`src/fcw_pkg.sv`:
```
// ============================================================================
// fcw_pkg - shared types and constants for the FAT cluster chain writer
// Holds the item structs, the configuration bundle, opcodes, status codes,
// width modes, register indexes and default sizes.
// ============================================================================
package fcw_pkg;

    // Default size of the table store in bytes.
    localparam int unsigned FCW_TABLE_BYTES = 8192;

    // Width of a byte offset into the table (four times a 28-bit cluster).
    localparam int unsigned OFF_W = 30;

    // Opcodes of an input item.
    localparam logic [2:0] OP_START = 3'd0;
    localparam logic [2:0] OP_CONT  = 3'd1;
    localparam logic [2:0] OP_END   = 3'd2;
    localparam logic [2:0] OP_READ  = 3'd3;
    localparam logic [2:0] OP_INIT  = 3'd4;

    // Status codes of a result item.
    localparam logic [1:0] ST_OK    = 2'd0;
    localparam logic [1:0] ST_FULL  = 2'd1;
    localparam logic [1:0] ST_RANGE = 2'd2;

    // Entry width modes; any mode with the upper bit set is 32-bit.
    localparam logic [1:0] MODE_12 = 2'd0;
    localparam logic [1:0] MODE_16 = 2'd1;

    // Register indexes on the configuration port.
    localparam logic [1:0] REG_MODE  = 2'd0;
    localparam logic [1:0] REG_COUNT = 2'd1;
    localparam logic [1:0] REG_MEDIA = 2'd2;

    // Reset values of the registers.
    localparam logic [1:0]  MODE_RST  = 2'd0;
    localparam logic [27:0] COUNT_RST = 28'd4085;
    localparam logic [7:0]  MEDIA_RST = 8'hF0;

    typedef struct packed {
        logic [2:0]  opcode;
        logic [12:0] byte_address;
    } t_in_item;

    typedef struct packed {
        logic [27:0] cluster_number;
        logic [7:0]  read_data;
        logic [1:0]  status;
    } t_out_item;

    typedef struct packed {
        logic [1:0]  entry_width_mode;
        logic [27:0] cluster_count;
        logic [7:0]  media_byte;
    } t_cfg;

endpackage

```
`src/fcw_regs.sv`:
```
// ============================================================================
// fcw_regs - configuration registers behind the APB-style port
// Holds entry width mode, cluster count and media byte; reads return them.
// ============================================================================
module fcw_regs (
    input  logic          i_clk,
    input  logic          i_rst_n,
    input  logic          psel,
    input  logic          penable,
    input  logic          pwrite,
    input  logic [3:0]    paddr,
    input  logic [31:0]   pwdata,
    output logic [31:0]   prdata,
    output logic          pready,
    output fcw_pkg::t_cfg o_cfg
);

    import fcw_pkg::*;

    t_cfg       r_cfg;
    logic       w_wr;
    logic [1:0] w_idx;

    assign w_wr   = psel && penable && pwrite;
    assign w_idx  = paddr[3:2];
    assign pready = 1'b1;
    assign o_cfg  = r_cfg;

    always_ff @(posedge i_clk) begin
        if (!i_rst_n) begin
            r_cfg.entry_width_mode <= MODE_RST;
            r_cfg.cluster_count    <= COUNT_RST;
            r_cfg.media_byte       <= MEDIA_RST;
        end else if (w_wr) begin
            case (w_idx)
                REG_MODE:  r_cfg.entry_width_mode <= pwdata[1:0];
                REG_COUNT: r_cfg.cluster_count    <= pwdata[27:0];
                REG_MEDIA: r_cfg.media_byte       <= pwdata[7:0];
                default:   r_cfg <= r_cfg;
            endcase
        end
    end

    always_comb begin
        case (w_idx)
            REG_MODE:  prdata = 32'(r_cfg.entry_width_mode);
            REG_COUNT: prdata = 32'(r_cfg.cluster_count);
            REG_MEDIA: prdata = 32'(r_cfg.media_byte);
            default:   prdata = 32'd0;
        endcase
    end

endmodule

```
`config.mk`:
```
export PLATFORM = sky130hd
export DESIGN_NAME = fcw_regs
export DESIGN_NICKNAME = d
export VERILOG_FILES = /design/src/fcw_pkg.sv /design/src/fcw_regs.sv
export SDC_FILE = /design/constraint.sdc
export NUM_CORES = 1
export LEC_CHECK = 0
export BUFFER_PORTS_ARGS = -buffer_cell sky130_fd_sc_hd__clkbuf_2
export CORE_MARGIN = 2
export CORE_UTILIZATION = 24
export CTS_BUF_LIST = sky130_fd_sc_hd__clkbuf_16
export CTS_CLUSTER_SIZE = 20
export DETAILED_ROUTE_END_ITERATION = 7
export HOLD_SLACK_MARGIN = 0.06
export PLACE_DENSITY = 0.49
export SYNTH_ARGS = -nofsm -noshare
export SYNTH_HDL_FRONTEND = slang
export SYNTH_SLANG_ARGS = --single-unit
```
`constraint.sdc`:
```
create_clock -name i_clk -period 1.31 [get_ports i_clk]
set_input_delay 0.131 -clock i_clk [delete_from_list [all_inputs] [get_ports i_clk]]
set_output_delay 0.131 -clock i_clk [all_outputs]
set_load 0.01 [all_outputs]
```
# Word level (Yosys, flattened, before mapping)
# Index checks and enable logic that the tools add are counted.
# classes
eq_ne,2
muxes,1
reduce_logical,6
# op_table
operator,n
$pmux 28 s3,1
$reduce_and 2->1,3
$eq 2x1->1 const B,1
$eq 2x2->1 const B,1
$logic_and 1x1->1,2
$logic_not 2->1,1
# totals
register_bits,38
inputBits,41
out_inout_bits,71
word_cells,12

# Longest topological paths before layout
# depth
ltp_word,3
ltp_mapped,6
depth_no_buf,3

# Worst setup path after synthesis
# OpenSTA, ideal clock, no wires.
# synth_timing
kind,input port to flip-flop
from,in pwrite
to,reg r_cfg (netlist bit o_cfg[10])
setup_time_ns,0.079
arrival_time_ns,0.923
t_required_ns,1.231
setup_slack_ns,0.308
path_stages,5
cell_sequence,and3_1 and2_4 buf_12 buf_4 o211ai_1
# synth_via
elab_chain_len,2
# synth_lines
item,line,text
from (decl),fcw_regs.sv:10,"input logic pwrite,"
$logic_and 1x1->1,fcw_regs.sv:24,assign w_wr = psel && penable && pwrite;
$reduce_and 2->1 (no line),-,
to (signal assigned),fcw_regs.sv:39,default: r_cfg <= r_cfg;
to (decl),fcw_regs.sv:20,t_cfg r_cfg;
# Every way passes these cells.
# A chain may end at the register's enable or synchronous reset.

# Final worst setup path
# layout_timing
from,reg r_cfg (netlist bit o_cfg[9])
to,out prdata[1]
# layout_via
elab_chain_len,1
# layout_lines
item,line,text
$pmux 28 s3,fcw_regs.sv:45,case (w_idx)
to (decl),fcw_regs.sv:13,"output logic [31:0] prdata,"
# Every way passes these cells.

==> impl_summary.txt <==
----------------------------------------------------
[Run status]
  Run status ... completed

[Worst setup path]
  FF-to-FF Start ... o_cfg[14]
  Worst-path cell with the longest stage delay ... dfxtp_1
  Maximum fanout encountered on the critical timing path ... 3
  Critical setup path kind ... register to output pin
  Startpoint type of the worst setup path ... register
  Register-to-Register Path Depth ... 3
  Arrival time of the worst setup path ... 1.01 ns
  Worst EP required ... 1.18 ns
  Launching instance or port of the critical path ... o_cfg[9]
  Max incr delay on CP ... around 0.36 ns
  Critical-path cell list ... mux2i_1 > o21ai_0 > clkbuf_2
  Worst setup EP type ... output pin

[Clock tree]
  Skew-Pair Late Insertion Delay ... 0.28 ns
  Buffer type at the clock tree root ... clkbuf_16
  Largest buffer count on any clock path ... 2
  CTS hold repair buffers ... 0
  Maximum level of the CTS H-tree ... 2
  Worst-path clk slew ... 0.06 ns
  Number of buffers added by the clock tree synthesis step ... 5
  Number of sinks on the clock net ... 38
  TritonCTS clock tree ... yes

[Pwr]
  Power spent charging and discharging nets ... 0.6160 mW
  Part of the total power dissipated in combinational logic ... 0.107
  Internal power summed over all cells ... 1.998 mW
  Share of total power consumed by net switching ... 0.2357
  Static power due to leakage ... 1.288 nW
  Maximum ir drop on the vdd rail ... about 400 µV
  Total power after layout ... around 2.6 mW
  Power share of the clock group ... 0.440
  Total power per unit cell area ... 1018 nW/µm²
  Sequential cell fraction of total power ... 0.453

[Synthesis]
  Synthesis warning total ... 0
  Synth top area share ... 0.4139
  Dominant cells by area after synthesis ... dfxtp_1 (41%), mux2i_1 (16%), nand2_1 (9.6%)
  Mapped Cells ... 210
  Synth unique cells ... 24
  Post-Synthesis Cell Area ... 1838 µm²
  Average cell area after synthesis ... 8.752 µm²
  Part of the Yosys area used for sequential elements ... 0.4139
  Library cell occupying the most area in the post-synthesis netlist ... dfxtp_1
  Synth Register Bits ... 38

[GRT]
  GRT Resource Usage Total ... 0.1141
  Largest net degree at the start of global routing ... 63
  Wire length of the first global-routing pass ... around 7600 µm
  Overall overflow remaining after global route ... 0
  Vias in the first global route ... 1,528
  Antenna violations before repair ... 0

[Floorplan]
  FP Rows ... 31
  Die Wd ... 91.51 µm
  Die Y-Extent ... 91.51 µm
  Core Area ... 7331 µm²
  Starting utilization of the core area ... 0.2507
  Area of the die ... 8374 µm²
  Ports placed on the boundary ... 112

[Layout]
  Total inserted antenna cells ... 0
  Commonest non-fill, non-tap cell in the layout ... clkbuf_2
  Nets ... ~350
  FF/Latch Area ... 760.7 µm²
  Share of layout cells above drive strength 1 ... 0.3831
  Area of the multi-input gates ... 919.6 µm²
  Number of fill cells ... 786
  Relative area change from synthesis to final layout ... 39.62%
  Top library cells by usage in the layout, fill and taps aside ... clkbuf_2 (100), nand2_1 (47), dfxtp_1 (38)
  Number of flip-flops in the largest register ... 38

[Route]
  Met3 routed WL ... 370 µm
  Remaining antenna violation count after routing ... 0
  Remaining DRCs ... 0
  Initial DRT Pass Iterations ... 4
  Vias after detailed routing ... 1,679
  Met2 Wirelength ... 2058 µm
  Total detailed-routing wirelength ... between 4000 and 5000 µm
  Routed vias/inst ... 4.125
  Average wire per standard cell ... approximately 11 µm
  Highest layer used for signal routing ... met4
  Violation count after the first detailed-route iteration ... 40
  Wire length on met1 ... 2117 µm

[Placement]
  Global placement routability congestion ... 0.7065
  Detail Placement HPWL ... around 3400 µm
  Count of buffers inserted at the top-level ports ... 100
  Setup Slack @ Placement ... 0.1360 ns

[Hold path]
  Hold wc startpoint ... pwdata[24]
  Cells on Worst Hold Path ... 3
  Worst hold path class ... input port to register

[STA]
  Max-slew violation count ... 0
  RSZ-0062 raised after global routing ... no
  Fin crit share ... 0.8714
  Number of setup violations in the final report ... 0
  Final hold vios ... 0
  Final-layout worst hold slack ... 0.07930 ns
  Final critical-path required period ... approximately 1.1 ns
  Setup ws final ... 0.1684 ns
  Fmax ... 876.0 MHz
  Setup tns final ... 0 ns
  Final worst clock skew ... 0 ns

[Flow run]
  Max-cap viol count ... 0

----------------------------------------------------
## path summary, 6_finish.rpt
kind	end	slack (ns)
worst max-delay path	prdata[1]	0.17
worst min-delay path	o_cfg[32]	0.08
worst max register to register	o_cfg[14]	0.56
worst min register to register	o_cfg[27]	0.47
## cell families (layout without fill, tap and decap cells)
group | Yosys count | in the layout | synth area share
AOI/OAI and AO/OA | 22 | 22 | 0.08033
DFF | 38 | 38 | 0.4139
buffers and inverters | 27 | 122 | 0.09190
other | 2 | 5 | 0.004086
and+or+nand+nor | 91 | 91 | 0.2464
muxes | 30 | 30 | 0.1634
## synth_stat cells
cell type / count
a21oi_1: 8
a22o_1: 6
and2_1: 20
and2_4: 1
and2b_1: 1
and3_1: 1
buf_12: 2
buf_2: 4
buf_4: 6
buf_6: 1
clkbuf_1: 8
conb_1: 2
dfxtp_1: 38
inv_1: 6
mux2i_1: 30
nand2_1: 47
nand2_2: 1
nand2b_1: 4
nand3_1: 6
nor2_1: 1
nor2b_1: 8
nor2b_4: 1
o211ai_1: 6
o21ai_0: 2
## layer usage
layer	global-route usage	vias to the layer above
li1	-	872
met3	0.04149	6
met4	0.03788	0
met2	0.1765	65
met1	0.1466	736
met5	0	-
## per-stage QoR
step           instances  instance area, µm²    util
6_report             407                2566  0.3501
5_1_grt              407                2566  0.3501
4_1_cts              407                2566  0.3501
3_5_place_dp         399                2425  0.3308
3_3_place_gp         399                2425  0.3308
2_1_floorplan        213                1849       -
## critical path: cells and delay by family, from the launching register on
family          cells  cell delay, ns
compound gates      1            0.14
buf+inv             1            0.15
mux                 1            0.08
flops               1            0.36
## power groups by stage
stage / combinational [mW] / clock [mW] / sequential, mW
3_5_place_dp: 0.283 / 0 / 1.21
6_report: 0.280 / 1.15 / 1.18
4_1_cts: 0.285 / 1.21 / 1.18
3_3_place_gp: 0.282 / 0 / 1.21
5_1_grt: 0.312 / 1.24 / 1.19
2_1_floorplan: 0.159 / 0 / 1.22
## timing repair
item	CTS	global route
setup endpoints to repair	0	1
resized for setup	0	1
setup buffers	0	0
## area by class of cell
| cell class | count | area share |
|---|---|---|
| Timing Repair Buffer | 108 | 0.2331 |
| Clock inverter | 3 | 0.006338 |
| Inverter | 6 | 0.008776 |
| Tap cell | 99 | 0.04827 |
| Clock buffer | 5 | 0.04876 |
| Multi-Input combinational cell | 148 | 0.3584 |
| Sequential cell | 38 | 0.2964 |
No activity file was read; power rests on OpenSTA's default activity.
