==> src/fcw_pkg.sv <==
// ============================================================================
// fcw_pkg - shared types and constants for the FAT cluster chain writer
// Holds the item structs, the configuration bundle, opcodes, status codes,
// width modes, register indexes and default sizes.
// ============================================================================
package fcw_pkg;

    // Default size of the table store in bytes.
    localparam int unsigned FCW_TABLE_BYTES = 8192;

    // Width of a byte offset into the table (four times a 28-bit cluster).
    localparam int unsigned OFF_W = 30;

    // Opcodes of an input item.
    localparam logic [2:0] OP_START = 3'd0;
    localparam logic [2:0] OP_CONT  = 3'd1;
    localparam logic [2:0] OP_END   = 3'd2;
    localparam logic [2:0] OP_READ  = 3'd3;
    localparam logic [2:0] OP_INIT  = 3'd4;

    // Status codes of a result item.
    localparam logic [1:0] ST_OK    = 2'd0;
    localparam logic [1:0] ST_FULL  = 2'd1;
    localparam logic [1:0] ST_RANGE = 2'd2;

    // Entry width modes; any mode with the upper bit set is 32-bit.
    localparam logic [1:0] MODE_12 = 2'd0;
    localparam logic [1:0] MODE_16 = 2'd1;

    // Register indexes on the configuration port.
    localparam logic [1:0] REG_MODE  = 2'd0;
    localparam logic [1:0] REG_COUNT = 2'd1;
    localparam logic [1:0] REG_MEDIA = 2'd2;

    // Reset values of the registers.
    localparam logic [1:0]  MODE_RST  = 2'd0;
    localparam logic [27:0] COUNT_RST = 28'd4085;
    localparam logic [7:0]  MEDIA_RST = 8'hF0;

    typedef struct packed {
        logic [2:0]  opcode;
        logic [12:0] byte_address;
    } t_in_item;

    typedef struct packed {
        logic [27:0] cluster_number;
        logic [7:0]  read_data;
        logic [1:0]  status;
    } t_out_item;

    typedef struct packed {
        logic [1:0]  entry_width_mode;
        logic [27:0] cluster_count;
        logic [7:0]  media_byte;
    } t_cfg;

endpackage

==> src/fcw_seq.sv <==
// ============================================================================
// fcw_seq - request sequencer for the FAT cluster chain writer
// Decodes each item, keeps the cluster counter and drives the table RAM
// through clearing sweeps, byte reads and entry writes, twelve-bit by RMW.
// ============================================================================
module fcw_seq #(
    parameter int unsigned TABLE_BYTES = fcw_pkg::FCW_TABLE_BYTES,
    parameter int unsigned AW          = $clog2(TABLE_BYTES)
) (
    input  logic               i_clk,
    input  logic               i_rst_n,
    input  fcw_pkg::t_cfg      i_cfg,
    input  logic               i_in_valid,
    output logic               o_in_ready,
    input  fcw_pkg::t_in_item  i_in_item,
    output logic               o_out_valid,
    input  logic               i_out_ready,
    output fcw_pkg::t_out_item o_out_item,
    output logic               o_mem_we,
    output logic [AW-1:0]      o_mem_waddr,
    output logic [7:0]         o_mem_wdata,
    output logic [AW-1:0]      o_mem_raddr,
    input  logic [7:0]         i_mem_rdata
);

    import fcw_pkg::*;

    localparam logic [AW-1:0] CLR_LAST = AW'(TABLE_BYTES - 1);

    typedef enum logic [7:0] {
        S_CLEAR  = 8'b0000_0001,
        S_IDLE   = 8'b0000_0010,
        S_CALC   = 8'b0000_0100,
        S_DECIDE = 8'b0000_1000,
        S_RDWAIT = 8'b0001_0000,
        S_MERGE  = 8'b0010_0000,
        S_WRITE  = 8'b0100_0000,
        S_DONE   = 8'b1000_0000
    } t_state;

    t_state         r_state, n_state;
    logic [27:0]    r_cur, n_cur;
    logic [AW-1:0]  r_clr, n_clr;
    logic           r_init, n_init;
    logic [1:0]     r_bidx, n_bidx;
    logic           r_out_valid, n_out_valid;
    t_out_item      r_res, n_res;
    t_out_item      r_out, n_out;

    logic [2:0]     r_op;
    logic [12:0]    r_addr;
    logic [OFF_W-1:0] r_off;
    logic           r_full;
    logic           r_odd;
    logic [7:0]     r_old;

    logic [OFF_W-1:0] w_off;
    logic [27:0]    w_cur_inc;
    logic           w_is32;
    logic [2:0]     w_span;
    logic           w_inrange;
    logic           w_addr_ok;
    logic           w_last;
    logic [31:0]    w_val;
    logic [7:0]     w_byte;
    logic [7:0]     w_hdr;
    logic [AW-1:0]  w_base;

    assign w_is32    = i_cfg.entry_width_mode[1];
    assign w_span    = w_is32 ? 3'd4 : 3'd2;
    assign w_cur_inc = r_cur + 28'd1;
    assign w_base    = r_off[AW-1:0];
    assign w_last    = ({1'b0, r_bidx} == (w_span - 3'd1));
    assign w_val     = (r_op == OP_CONT) ? {4'd0, w_cur_inc} : 32'hFFFF_FFFF;
    assign w_inrange = (32'(r_off) + 32'(w_span)) <= 32'(TABLE_BYTES);
    assign w_addr_ok = 32'(r_addr) < 32'(TABLE_BYTES);

    // Byte offset of the current entry; twelve-bit entries sit at 3c/2.
    always_comb begin
        if (w_is32) begin
            w_off = {r_cur, 2'b00};
        end else if (i_cfg.entry_width_mode == MODE_16) begin
            w_off = OFF_W'({r_cur, 1'b0});
        end else begin
            w_off = OFF_W'(r_cur) + OFF_W'(r_cur[27:1]);
        end
    end

    // Byte to write for the current entry. A twelve-bit entry shares a nibble
    // with its neighbor, which is kept from the byte read back into r_old.
    always_comb begin
        if (i_cfg.entry_width_mode == MODE_12) begin
            if (r_odd) begin
                w_byte = (r_bidx == 2'd0) ? {w_val[3:0], r_old[3:0]} : w_val[11:4];
            end else begin
                w_byte = (r_bidx == 2'd0) ? w_val[7:0] : {r_old[7:4], w_val[11:8]};
            end
        end else begin
            case (r_bidx)
                2'd0:    w_byte = w_val[7:0];
                2'd1:    w_byte = w_val[15:8];
                2'd2:    w_byte = w_val[23:16];
                default: w_byte = w_val[31:24];
            endcase
        end
    end

    // Header bytes laid down by the init sweep.
    always_comb begin
        if (r_clr == AW'(0)) begin
            w_hdr = i_cfg.media_byte;
        end else if (r_clr == AW'(1) || r_clr == AW'(2)) begin
            w_hdr = 8'hFF;
        end else if (r_clr == AW'(3) && i_cfg.entry_width_mode != MODE_12) begin
            w_hdr = 8'hFF;
        end else begin
            w_hdr = 8'h00;
        end
    end

    // The read address serves the byte read and the twelve-bit merge read.
    always_comb begin
        if (r_op == OP_READ) begin
            o_mem_raddr = AW'(r_addr);
        end else if (r_odd) begin
            o_mem_raddr = w_base;
        end else begin
            o_mem_raddr = w_base + AW'(1);
        end
    end

    always_comb begin
        n_state     = r_state;
        n_cur       = r_cur;
        n_clr       = r_clr;
        n_init      = r_init;
        n_bidx      = r_bidx;
        n_res       = r_res;
        n_out       = r_out;
        n_out_valid = r_out_valid;
        o_mem_we    = 1'b0;
        o_mem_waddr = r_clr;
        o_mem_wdata = 8'h00;

        if (r_out_valid && i_out_ready) begin
            n_out_valid = 1'b0;
        end

        case (r_state)
            S_CLEAR: begin
                o_mem_we    = 1'b1;
                o_mem_wdata = r_init ? w_hdr : 8'h00;
                if (r_clr == CLR_LAST) begin
                    n_clr = '0;
                    if (r_init) begin
                        n_cur   = 28'd1;
                        n_init  = 1'b0;
                        n_state = S_DONE;
                    end else begin
                        n_state = S_IDLE;
                    end
                end else begin
                    n_clr = r_clr + AW'(1);
                end
            end
            S_IDLE: begin
                if (i_in_valid) begin
                    n_state = S_CALC;
                end
            end
            S_CALC: begin
                n_res   = '0;
                n_state = S_DECIDE;
            end
            S_DECIDE: begin
                n_bidx  = 2'd0;
                n_state = S_DONE;
                case (r_op)
                    OP_START: begin
                        if (r_full) begin
                            n_res.status = ST_FULL;
                        end else begin
                            n_cur                = w_cur_inc;
                            n_res.cluster_number = w_cur_inc;
                        end
                    end
                    OP_CONT: begin
                        if (r_full) begin
                            n_res.status = ST_FULL;
                        end else if (!w_inrange) begin
                            n_res.status = ST_RANGE;
                        end else begin
                            n_state = (i_cfg.entry_width_mode == MODE_12) ? S_MERGE : S_WRITE;
                        end
                    end
                    OP_END: begin
                        if (!w_inrange) begin
                            n_res.status = ST_RANGE;
                        end else begin
                            n_state = (i_cfg.entry_width_mode == MODE_12) ? S_MERGE : S_WRITE;
                        end
                    end
                    OP_READ: begin
                        if (w_addr_ok) begin
                            n_state = S_RDWAIT;
                        end else begin
                            n_res.status = ST_RANGE;
                        end
                    end
                    OP_INIT: begin
                        n_init  = 1'b1;
                        n_clr   = '0;
                        n_state = S_CLEAR;
                    end
                    default: n_state = S_DONE;
                endcase
            end
            S_RDWAIT: begin
                n_res.read_data = i_mem_rdata;
                n_state         = S_DONE;
            end
            S_MERGE: begin
                n_state = S_WRITE;
            end
            S_WRITE: begin
                o_mem_we    = 1'b1;
                o_mem_waddr = w_base + AW'(r_bidx);
                o_mem_wdata = w_byte;
                if (w_last) begin
                    if (r_op == OP_CONT) begin
                        n_cur                = w_cur_inc;
                        n_res.cluster_number = w_cur_inc;
                    end
                    n_state = S_DONE;
                end else begin
                    n_bidx = r_bidx + 2'd1;
                end
            end
            S_DONE: begin
                if (!r_out_valid || i_out_ready) begin
                    n_out_valid = 1'b1;
                    n_out       = r_res;
                    n_state     = S_IDLE;
                end
            end
            default: n_state = S_IDLE;
        endcase
    end

    always_ff @(posedge i_clk) begin
        if (!i_rst_n) begin
            r_state     <= S_CLEAR;
            r_cur       <= 28'd1;
            r_clr       <= '0;
            r_init      <= 1'b0;
            r_bidx      <= 2'd0;
            r_out_valid <= 1'b0;
        end else begin
            r_state     <= n_state;
            r_cur       <= n_cur;
            r_clr       <= n_clr;
            r_init      <= n_init;
            r_bidx      <= n_bidx;
            r_out_valid <= n_out_valid;
        end
    end

    always_ff @(posedge i_clk) begin
        r_res <= n_res;
        r_out <= n_out;
        if (r_state == S_IDLE && i_in_valid) begin
            r_op   <= i_in_item.opcode;
            r_addr <= i_in_item.byte_address;
        end
        if (r_state == S_CALC) begin
            r_off  <= w_off;
            r_full <= ({1'b0, r_cur} + 29'd1) >= {1'b0, i_cfg.cluster_count};
            r_odd  <= r_cur[0];
        end
        if (r_state == S_MERGE) begin
            r_old <= i_mem_rdata;
        end
    end

    assign o_in_ready  = (r_state == S_IDLE);
    assign o_out_valid = r_out_valid;
    assign o_out_item  = r_out;

endmodule

==> config.mk <==
export PLATFORM = sky130hd
export DESIGN_NAME = fcw_seq
export DESIGN_NICKNAME = d
export VERILOG_FILES = /design/src/fcw_pkg.sv /design/src/fcw_seq.sv
export SDC_FILE = /design/constraint.sdc
export NUM_CORES = 1
export LEC_CHECK = 0
export BUFFER_PORTS_ARGS = -buffer_cell sky130_fd_sc_hd__buf_2
export CAP_MARGIN = 10
export CORE_UTILIZATION = 30
export CTS_CLUSTER_SIZE = 10
export DETAILED_ROUTE_END_ITERATION = 10
export HOLD_SLACK_MARGIN = 0.03
export PLACE_DENSITY = 0.47
export SLEW_MARGIN = 10
export SYNTH_ARGS = -nofsm -noshare
export SYNTH_HDL_FRONTEND = slang
export SYNTH_SLANG_ARGS = --single-unit
==> constraint.sdc <==
create_clock -name i_clk -period 10.2 [get_ports i_clk]
set_clock_uncertainty 0.15 [all_clocks]
set_input_delay 1.53 -clock i_clk [delete_from_list [all_inputs] [get_ports i_clk]]
set_output_delay 1.53 -clock i_clk [all_outputs]
set_load 0.02 [all_outputs]
# == After elaboration in Yosys (flattened, before gate mapping) ==
# Index checks and enable logic that the tools add are counted.
# totals
regBits,185
input_bits,66
out_inout_bits,75
elab_cells,143
# op_classes
addsub,9
order_cmp,2
eq_ne,32
muxes,53
n_reduce_logical,27
# op_table
operator,n
two-way mux 28 bit,6
case mux 28 bit (3 select lines),2
two-way mux 8 bit,15
two-way mux 13 bit,5
case mux 8 bit (8 select lines),1
two-way mux 32 bit,1
case mux 8 bit (2 select lines),2
case mux 8 bit (4 select lines),1
adder 30 x 3 -> 31 bit,1
less-or-equal comparator 31 x 14 -> 1 bit (second input constant),1
two-way mux 30 bit,1
adder 28 x 1 -> 29 bit (second input constant),1
adder 28 x 27 -> 29 bit,1
>= comparator 29 x 28 -> 1 bit,1
two-way mux 29 bit,1
adder 28 x 1 -> 28 bit (second input constant),1
adder 13 x 1 -> 13 bit (second input constant),2
== test 13 x 2 -> 1 bit (second input constant),2
case mux 13 bit (2 select lines),1
case mux 8 bit (3 select lines),1
inequality test 2 bit (second input constant),8
adder 13 x 2 -> 13 bit,1
== test 13 x 1 -> 1 bit (second input constant),1
== test 13 bit (second input constant),1
40 further kinds,65

# == Depth between registers and ports, before layout ==
# Gate-level depths: netlist of the first run.
# logic_depth
depth_word,7
mapped_depth,17
depth_no_buf,16

# == Worst setup path after synthesis of the first run ==
# OpenSTA, ideal clock, no wires.
# synth_timing
path_kind,input -> register
startpoint,input i_cfg[37] (netlist bit)
endpoint,"register r_res[1] (netlist bit), data pin"
setup_ns,0.267
arrival_ns,4.840
t_required_ns,9.783
slack_ns,4.943
cell_stages,14
path_buffers,3
cell_sequence,clkbuf_1 > clkinv_1 > clkbuf_1 > ha_1 > inv_1 > fa_1 > nand3b_2 > or3_1 > buf_6 > nand2b_4 > o22a_1 > or4_4 > nor4_4 > a21boi_1
# synth_lines
item,line_no,source
from (decl),fcw_seq.sv:12,"input fcw_pkg::t_cfg i_cfg,"
to (signal assigned),fcw_seq.sv:269,r_res <= n_res;
to (decl),fcw_seq.sv:47,"t_out_item r_res, n_res;"

# == Worst setup path after layout of the first run ==
# layout_timing
startpoint,register r_cur[4]
endpoint,output o_mem_wdata[7]
# layout_between
elab_chain_cells,6
word_cells_on_any_way,8
cone_classes,add/sub: 1; mux: 7
# layout_lines
item,line_no,source
from (decl),fcw_seq.sv:42,"logic [27:0] r_cur, n_cur;"
from (signal assigned),fcw_seq.sv:260,r_cur <= n_cur;
adder 28 x 1 -> 28 bit *,fcw_seq.sv:71,assign w_cur_inc = r_cur + 28'd1;
two-way mux 32 bit *,fcw_seq.sv:74,"assign w_val = (r_op == OP_CONT) ? {4'd0, w_cur_inc} : 32'hFFFF_FFFF;"
two-way mux 8 bit (on tied branches),"fcw_seq.sv:96, fcw_seq.sv:94",
two-way mux 8 bit,fcw_seq.sv:93,if (r_odd) begin
two-way mux 8 bit *,fcw_seq.sv:92,if (i_cfg.entry_width_mode == MODE_12) begin
case mux 8 bit (2 select lines) *,fcw_seq.sv:149,case (r_state)
to (decl),fcw_seq.sv:21,"output logic [7:0] o_mem_wdata,"
# Every way passes the cells marked *; elsewhere a longest branch is shown, timed or not.

==> impl_results.md, run 1 <==
- GPL Wtd Cong: 0.860
- Post-synthesis sequential area ratio: 42.5%
- Post-route antenna net violation count: 0
- Top-Level Pins: 141
- Post-CTS sizing: 0
- DR vias: 10100
- Postcts setup bufs: 0
- Share of layout cells above drive strength 1: 14.3%
- DRT iter0 DRCs: 782
- RSZ-0062 raised after global routing: false
- Die boundary height: 200 um
- HPWL after DPL: 28.1 mm
- Cell Area, Synth: 11800 um2
- Setup CP Type: flip-flop to primary output
- Mapped Nets: 1441
- Largest net degree at the start of global routing: 47
- Setup WS pre-CTS: 3960 ps
- Hold Fails Final Rpt: 0
- CTS tree: built
- Cts bufs inserted: 17
- Asr flop ratio synth: 0%
- Number of clock sinks: 185
- Comb power frac: 13.3%
- Worst setup margin: 4400 ps
- Crit path largest cell delay: 570 ps
- H-tree levels: 4
- DIE WIDTH: 200 um
- Setup TNS: 0 ps
- Post-route minimum period: 5800 ps
- Final Cycle Share: 56.8%
- Root buffer cell: clkbuf_16
- Synthesis-stage register bit count: 185
- WL per Instance: 18.9 um
- Cells after Synth: 1302
- Cell Chain, Critical Path: ha_1, nand4_1, nor3_1, nand4_1, nor3_1, xnor2_1, nand2_1, a2111oi_0, o221ai_1, buf_2
- Vias in the first global route: 9782
- Core Rows: 72
- Tightest Pin Transition: 1170 ps
- VDD IR max: 0.118 mV
- CTS max path bufs: 2
- Psw: 501 uW
- Relative slew slack: 21.7%
- Synth warn: 0
- Most common cell after layout, fill and taps aside: nand2_1
- Max cap viols: 0
- Clock power share: 38.4%
- Top FF cell, synth: edfxtp_1
- Vias/cell: 5.19
- Starting Density: 30.5%
- Core ar.: 38700 um2
- DRC viols: 0
- Total GRT Usage: 18.3%
- Max-slew violation count: 0
- Most frequent cells in the layout: nand2_1 (141), buf_2 (140), edfxtp_1 (132)
- DIE AREA: 40200 um2
- Power Dens Cells: 125 nW/um2
- Avg Cell Area, Syn: 9.07 um2
- # setup viols final: 0
- Drt total wl: 36.8 mm
- CP endpoint kind: primary output
- Area grow syn2layout: 14.7%
- Switching part of the total: 29.5%
- Clk pin slew, worst setup/hold paths: 80 ps
- Worst-path maximum fanout: 6
- Fin nets: 1549
- Synth cell types: 81
- Global-route wire length before repair: 56.9 mm
- Peak Freq: 0.173 GHz
- Flop pwr share: 48.3%
- Startpoint types: flip-flop
- Pleak: 5.54 nW
- Congestion Overflow GR: 0
- # port buffers: 140
- First-pass iteration count of the detailed router: 5
- Post-synth EDFFs: 132
- Initial antenna violation count: 3
- WP data arrival: 4120 ps
- Worst Path Required: 8520 ps
- Worst hold slack: 270 ps
- Internal power: 1.20 mW
- HP Class: flip-flop to flip-flop
- CTS Hold Bufs: 0
- Worst skew pair latency: 460 ps
- Slowest CP cell: a2111oi_0
- ANT cells: 0
- Status: finished, final reports clean
==> cell families after synthesis <==
logic type | count (synthesis) | share of synthesized area [%]
muxes | 11 | 0.975
buffers and inverters | 132 | 4.51
xor gates and xnor gates | 67 | 4.97
AOI/OAI and AO/OA | 347 | 18.5
DFF | 185 | 42.5
and+or+nand+nor | 487 | 20.5
adders and majority gates | 73 | 7.92
==> synthesized netlist by cell type, types with 6 or more instances <==
| cell type | instances | area share, % |
|---|---|---|
| edfxtp_1 | 132 | 34 |
| a211oi_1 | 9 | 0.57 |
| nor4_1 | 21 | 1.1 |
| nor2_1 | 115 | 3.7 |
| a21oi_1 | 119 | 5.0 |
| nand4_1 | 19 | 1.0 |
| xnor2_1 | 38 | 2.8 |
| nand2b_1 | 8 | 0.42 |
| nand2_1 | 141 | 4.5 |
| clkbuf_1 | 44 | 1.4 |
| o21a_1 | 21 | 1.3 |
| nor3b_1 | 7 | 0.44 |
| o21ai_0 | 65 | 2.8 |
| o31ai_1 | 7 | 0.44 |
| a31oi_1 | 9 | 0.48 |
| inv_1 | 68 | 2.2 |
| buf_2 | 8 | 0.34 |
| o221ai_1 | 7 | 0.52 |
| nor2b_1 | 15 | 0.79 |
| nand3_1 | 35 | 1.5 |
| and2_1 | 40 | 2.1 |
| o21ai_1 | 10 | 0.42 |
| o211ai_1 | 16 | 1.0 |
| nand3b_1 | 11 | 0.70 |
| dfxtp_1 | 53 | 9.0 |
| a21o_1 | 26 | 1.7 |
| and3_1 | 19 | 1.0 |
| mux2i_1 | 7 | 0.59 |
| or3_1 | 6 | 0.32 |
| xor2_1 | 29 | 2.2 |
| nor3_1 | 25 | 1.1 |
| ha_1 | 70 | 7.4 |
==> worst max-delay path, delay by kind of cell, from the launching register on <==
| kind | cells | cell delay [ps] |
|---|---|---|
| DFF | 1 | 470 |
| xor gates and xnor gates | 1 | 230 |
| AOI/OAI and AO/OA | 2 | 790 |
| and+or+nand+nor | 5 | 1630 |
| buffers and inverters | 1 | 200 |
| adders and majority gates | 1 | 320 |
==> worst paths after layout <==
check,cells past startpoint,start,to,slack (ps)
worst max-delay path,10,r_cur[4],o_mem_wdata[7],4400
worst min-delay path,0,r_res[4],o_out_item[4],270
worst max register to register,14,r_cur[4],r_full,5160
worst min register to register,0,r_res[4],o_out_item[4],270
==> power by group through the flow <==
stage          registers, mW  clock network [mW]  logic, mW
2_1_floorplan          0.832                   0      0.153
3_3_place_gp           0.836                   0      0.226
3_5_place_dp           0.836                   0      0.226
4_1_cts                0.819               0.667      0.227
5_1_grt                0.820               0.697      0.250
6_report               0.819               0.652      0.226
==> registers in the layout, indices dropped and copies added (netlist names), 8 cells and up <==
signal,flops
r_clr,13
r_cur,28
o_out_item,38
r_addr,13
r_old,8
r_off,30
r_state,8
r_res,38
==> stage by stage <==
step / power, mW / instance area, um2 / std cells / utilization [%]
CTS: 1.71 / 13500 / 1941 / 35.0
global placement: 1.06 / 13000 / 1909 / 33.5
finish: 1.70 / 13500 / 1941 / 35.0
floorplan: 0.985 / 11800 / 1302 / -
detailed placement: 1.06 / 13000 / 1909 / 33.5
global route: 1.77 / 13500 / 1941 / 35.0
==> per-layer routing <==
metal	track usage (%)	up-vias	share of wire, %
met3	3.20	36	3.9
met1	24.8	4850	48
met2	29.7	230	47
li1	-	4954	-
met5	0	-	0
met4	5.10	0	1.7
==> final cells by class <==
class                      instances  area (um2)
clock buffer                      17         425
clock inverter                    15         135
fill                            4063       25200
inverter                          70         263
multi-input combinational        985        6260
sequential                       185        5020
tap                              518         648
timing repair buffer             151         783
(Power assumes the default switching activity.)
==> inputs of run 2 (changes only) <==
PLACE_DENSITY = 0.48   (was 0.47)
clock period = 4.7 ns   (was 10.2 ns; I/O delays follow)
==> run 2 against run 1 <==
Effect of this change:
- sequential power up 120%
- critical path depth rose by 1
- clock-buffer cell count stayed put
- combinational power is 130% higher
- routed wire length is 2.6% higher
- hold slack got worse by 5.9 ps
- global-route usage increased by 0.66 points
- design area rose by 1.3%
- clock power increased by 120%
- critical path type unchanged
- largest cell class unchanged
==> impl_results.md, run 2 (synthesis results as in run 1) <==
- HP Class: primary input to flip-flop
- Clk pin slew, worst setup/hold paths: 80 ps
- Setup CP Type: flip-flop to primary output
- Worst skew pair latency: 460 ps
- Crit-path leading delay family: simple AND/OR/NAND/NOR gates
- First-pass iteration count of the detailed router: 6
- Post-route minimum period: 4510 ps
- Most common cell after layout, fill and taps aside: nand2_1
- Post-route antenna net violation count: 0
- Worst-path maximum fanout: 6
- Vias/cell: 5.19
- Final Cycle Share: 95.9%
- Drt total wl: 37.7 mm
- FILL cells: 4054
- DRC viols: 0
- CTS tree: built
- Root buffer cell: clkbuf_16
- Hold_sp: i_in_item[2]
- Design Area, Final: 13700 um2
- Core Rows: 72
- HPWL after DPL: 29.0 mm
- Startpoint types: flip-flop
- WL per Instance: 19.2 um
- Cell Chain, Critical Path: ha_1, nand4_1, nor3_1, buf_4, nand4_1, nor3_1, xnor2_1, nand2_1, a2111oi_0, o221ai_1, buf_2
- CP endpoint kind: primary output
- Worst Path Required: 3850 ps
- Initial antenna violation count: 2
- Tightest Pin Transition: 1170 ps
- Postcts setup bufs: 0
- Setup TNS: 0 ps
- Pleak: 5.65 nW
- Setup WS pre-CTS: 573 ps
- Slowest CP cell: dfxtp_1
- H-tree levels: 4
- CTS max path bufs: 2
- Crit path buf inv count: 2
- Global-route wire length before repair: 58.7 mm
- Vias in the first global route: 10100
- # setup viols final: 0
- Peak Freq: 0.222 GHz
- Dpl cell area: 13100 um2
- DIE WIDTH: 200 um
- Total GRT Usage: 18.9%
- Hold-critical path depth: 1
- Fin cells: 1962
- Status: finished, final reports clean
- Top-Level Pins: 141
- ANT cells: 0
- DIE AREA: 40200 um2
- R2R Setup Slk: 510 ps
- Max-slew violation count: 0
- Congestion Overflow GR: 0
- Core ar.: 38700 um2
- Fin nets: 1570
- Crit path largest cell delay: 480 ps
- Placed Cells: 1930
- Power Dens Cells: 273 nW/um2
- Share of layout cells above drive strength 1: 15.6%
- Number of clock sinks: 185
- Cts bufs inserted: 17
- DRT iter0 DRCs: 802
- Worst setup margin: 191 ps
- CTS Hold Bufs: 0
- RSZ-0062 raised after global routing: false
- Hold Fails Final Rpt: 0
- Most frequent cells in the layout: nand2_1 (141), buf_2 (140), edfxtp_1 (132)
- Worst hold endpoint: r_addr[2]
- GPL Wtd Cong: 0.861
- # port buffers: 140
- Cells on worst reg2reg path: 17
- WP data arrival: 3650 ps
- FF-to-FF End: r_full
- DR vias: 10200
- Largest net degree at the start of global routing: 39
- Starting Density: 30.5%
- Launching point of the worst reg2reg path: r_cur[4]
- Max cap viols: 0
- Relative slew slack: 21.7%
- Area grow syn2layout: 16.2%
- Post-CTS sizing: 0
- Die boundary height: 200 um
- VDD IR max: 0.178 mV
run 2: cell types whose count changed in the layout (fill, tap and decap cells not counted), sizes merged:
cell,change
buf,+21
clkinv,+2
inv,-2
run 2: metrics by stage:
step	total power, mW	hold slack (ps)	utilization, %
floorplan	2.14	250	-
CTS	3.79	241	35.4
global route	3.91	232	35.4
global placement	2.33	252	33.9
detailed placement	2.33	255	33.9
finish	3.74	264	35.4
run 2: cell type report:
class	count	area [um2]	share of cell area [%]
Multi-Input combinational cell	985	6260	45.6
Sequential cell	185	5020	36.6
Timing Repair Buffer	172	941	6.85
Clock buffer	17	425	3.10
Tap cell	518	648	4.72
Clock inverter	15	160	1.17
Inverter	70	263	1.91
run 2: report_power, final:
part / internal, mW / switching, mW / leakage, nW
logic: 0.162 / 0.354 / 3.68
clock network: 0.708 / 0.741 / 0.282
registers: 1.75 / 0.0257 / 1.69
total: 2.62 / 1.12 / 5.65
run 2: worst max-delay path by stage:
stage / depth (start not counted) / from / endpoint / slack (ps)
after CTS: 11 / r_cur[4] / o_mem_wdata[7] / 210
after floorplan: 14 / i_cfg[37] / r_res[1] / 270
after detailed placement: 13 / i_cfg[37] / r_state[7] / 570
final: 11 / r_cur[4] / o_mem_wdata[7] / 190
after global placement: 16 / r_cur[2] / r_full / 630
after global routing: 11 / r_cur[4] / o_mem_wdata[7] / 20
run 2: metal layers:
metal  vias up  GRT usage [%]  wire length, um
met1      4939           25.3            17700
met4         0           4.77              582
met3        28           3.21             1280
met5         -              0                0
met2       225           31.5            18200
li1       4996              -                -
==> inputs of run 3 (changes only) <==
CORE_UTILIZATION = 40   (was 30)
PLACE_DENSITY = 0.61   (was 0.48)
clock period = 3.7 ns   (was 4.7 ns; I/O delays follow)
==> run 3 against run 2 <==
Effect of this change:
- hold slack worse by 140 ps
- routed wire length decreased by 3.2%
- non-clock buffer count increased by 68
- highest routed layer unchanged
- critical path type unchanged
- clock-buffer cell count unchanged
- power increased by 28%
- critical endpoint unchanged
- die area shrank 25%
- clock power is 30% higher
- register-to-register slack lost 360 ps
==> impl_results.md, run 3 (synthesis results as in run 1) <==
- Status: finished, final reports clean
- Root buffer cell: clkbuf_16
- Most frequent cells in the layout: nand2_1 (139), buf_2 (136), edfxtp_1 (132)
- Vias/cell: 5.63
- RSZ-0062 raised after global routing: true
- Worst Path Required: 2990 ps
- Setup CP Type: flip-flop to primary output
- GPL Wtd Cong: 0.955
- Initial antenna violation count: 0
- CTS max path bufs: 2
- # setup viols final: 0
- DRT iter0 DRCs: 1019
- CTS tree: built
- Vias in the first global route: 10200
- Fin nets: 1638
- Core ar.: 28900 um2
- FILL cells: 2770
- Multi-input gate area: 6530 um2
- CP endpoint kind: primary output
- HPWL after DPL: 28.1 mm
- Starting Density: 40.9%
- Worst-path maximum fanout: 5
- Worst skew pair latency: 450 ps
- WL per Instance: 19.3 um
- Tightest Pin Transition: 854 ps
- Congestion Overflow GR: 0
- First-pass iteration count of the detailed router: 6
- Top-Level Pins: 141
- Cts bufs inserted: 17
- Largest net degree at the start of global routing: 39
- Share of layout cells above drive strength 1: 22.7%
- # port buffers: 140
- DIE AREA: 30200 um2
- Post-route minimum period: 3680 ps
- Final total power: 4.80 mW
- VDD IR max: 0.321 mV
- Die boundary height: 174 um
- HP Class: primary input to flip-flop
- Post-route antenna net violation count: 0
- Setup TNS: 0 ps
- Relative slew slack: 43.0%
- Global-route wire length before repair: 56.9 mm
- Final Cycle Share: 99.4%
- Power Dens Cells: 333 nW/um2
- Peak Freq: 0.272 GHz
- Max cap viols: 0
- Area grow syn2layout: 22.1%
- H-tree levels: 4
- Clk pin slew, worst setup/hold paths: 80 ps
- DR vias: 10700
- DRC viols: 0
- Most common cell after layout, fill and taps aside: nand2_1
- WP data arrival: 2970 ps
- ANT cells: 0
- Drt total wl: 36.5 mm
- Startpoint types: flip-flop
- Final core occ: 50.0%
- Core Rows: 62
- Number of clock sinks: 185
- DIE WIDTH: 174 um
- Hold Fails Final Rpt: 0
- Pleak: 6.11 nW
- Total GRT Usage: 24.3%
- Storage cell area: 5050 um2
- Max-slew violation count: 0
- Worst hold slack: 127 ps
## run 3: critical path: stages, from the launching register on
cell	delay (ps)
dfxtp_4	380
ha_1	200
nand2_2	90
nor3_4	200
buf_4	140
nand4_1	190
nor3_2	230
xnor2_1	190
buf_4	180
nand2_4	50
a2111oi_4	330
o221ai_2	170
buf_4	180
## run 3: area by class of cell
| type | instances | area share [%] |
|---|---|---|
| Tap cell | 384 | 3.33 |
| Clock buffer | 17 | 2.95 |
| Inverter | 70 | 1.91 |
| Sequential cell | 185 | 35.0 |
| Timing Repair Buffer | 240 | 10.2 |
| Clock inverter | 15 | 1.27 |
| Multi-Input combinational cell | 985 | 45.3 |
## run 3: metrics by stage
stage	area, um2	setup slack [ps]	cells
detailed placement	13500	-37.5	1854
finish	14400	22.5	1896
global route	14400	-134	1896
global placement	13500	31.0	1854
CTS	14300	-9.03	1895
floorplan	11900	0.560	1302
## run 3: worst paths after layout
| check | from | slack, ps | to | cells past startpoint |
|---|---|---|---|---|
| worst min register to register | r_res[16] | 270 | o_out_item[16] | 0 |
| worst max-delay path | r_cur[7] | 20 | o_mem_wdata[7] | 12 |
| worst min-delay path | i_in_item[4] | 130 | r_addr[4] | 1 |
| worst max register to register | r_cur[1] | 150 | r_full | 16 |
## run 3: report_power, final
group	switching, mW	total [mW]	internal [mW]
combinational	0.443	0.653	0.211
sequential	0.0336	2.25	2.22
clock	0.924	1.89	0.971
total	1.40	4.80	3.40
## run 3: what timing repair did
item	4_1_cts	5_1_grt
buffers inserted	9	2
pin swaps	7	12
gates resized for setup	29	40
cloned	0	0
hold buffers	0	0
setup endpoints to repair	6	12
## run 3: routing by layer
layer | vias up | share of wire [%] | GRT usage [%]
li1 | 5135 | - | -
met1 | 5104 | 45 | 32.8
met2 | 378 | 46 | 39.0
met3 | 65 | 6.1 | 4.67
met4 | 0 | 2.7 | 7.93
met5 | - | 0 | 0
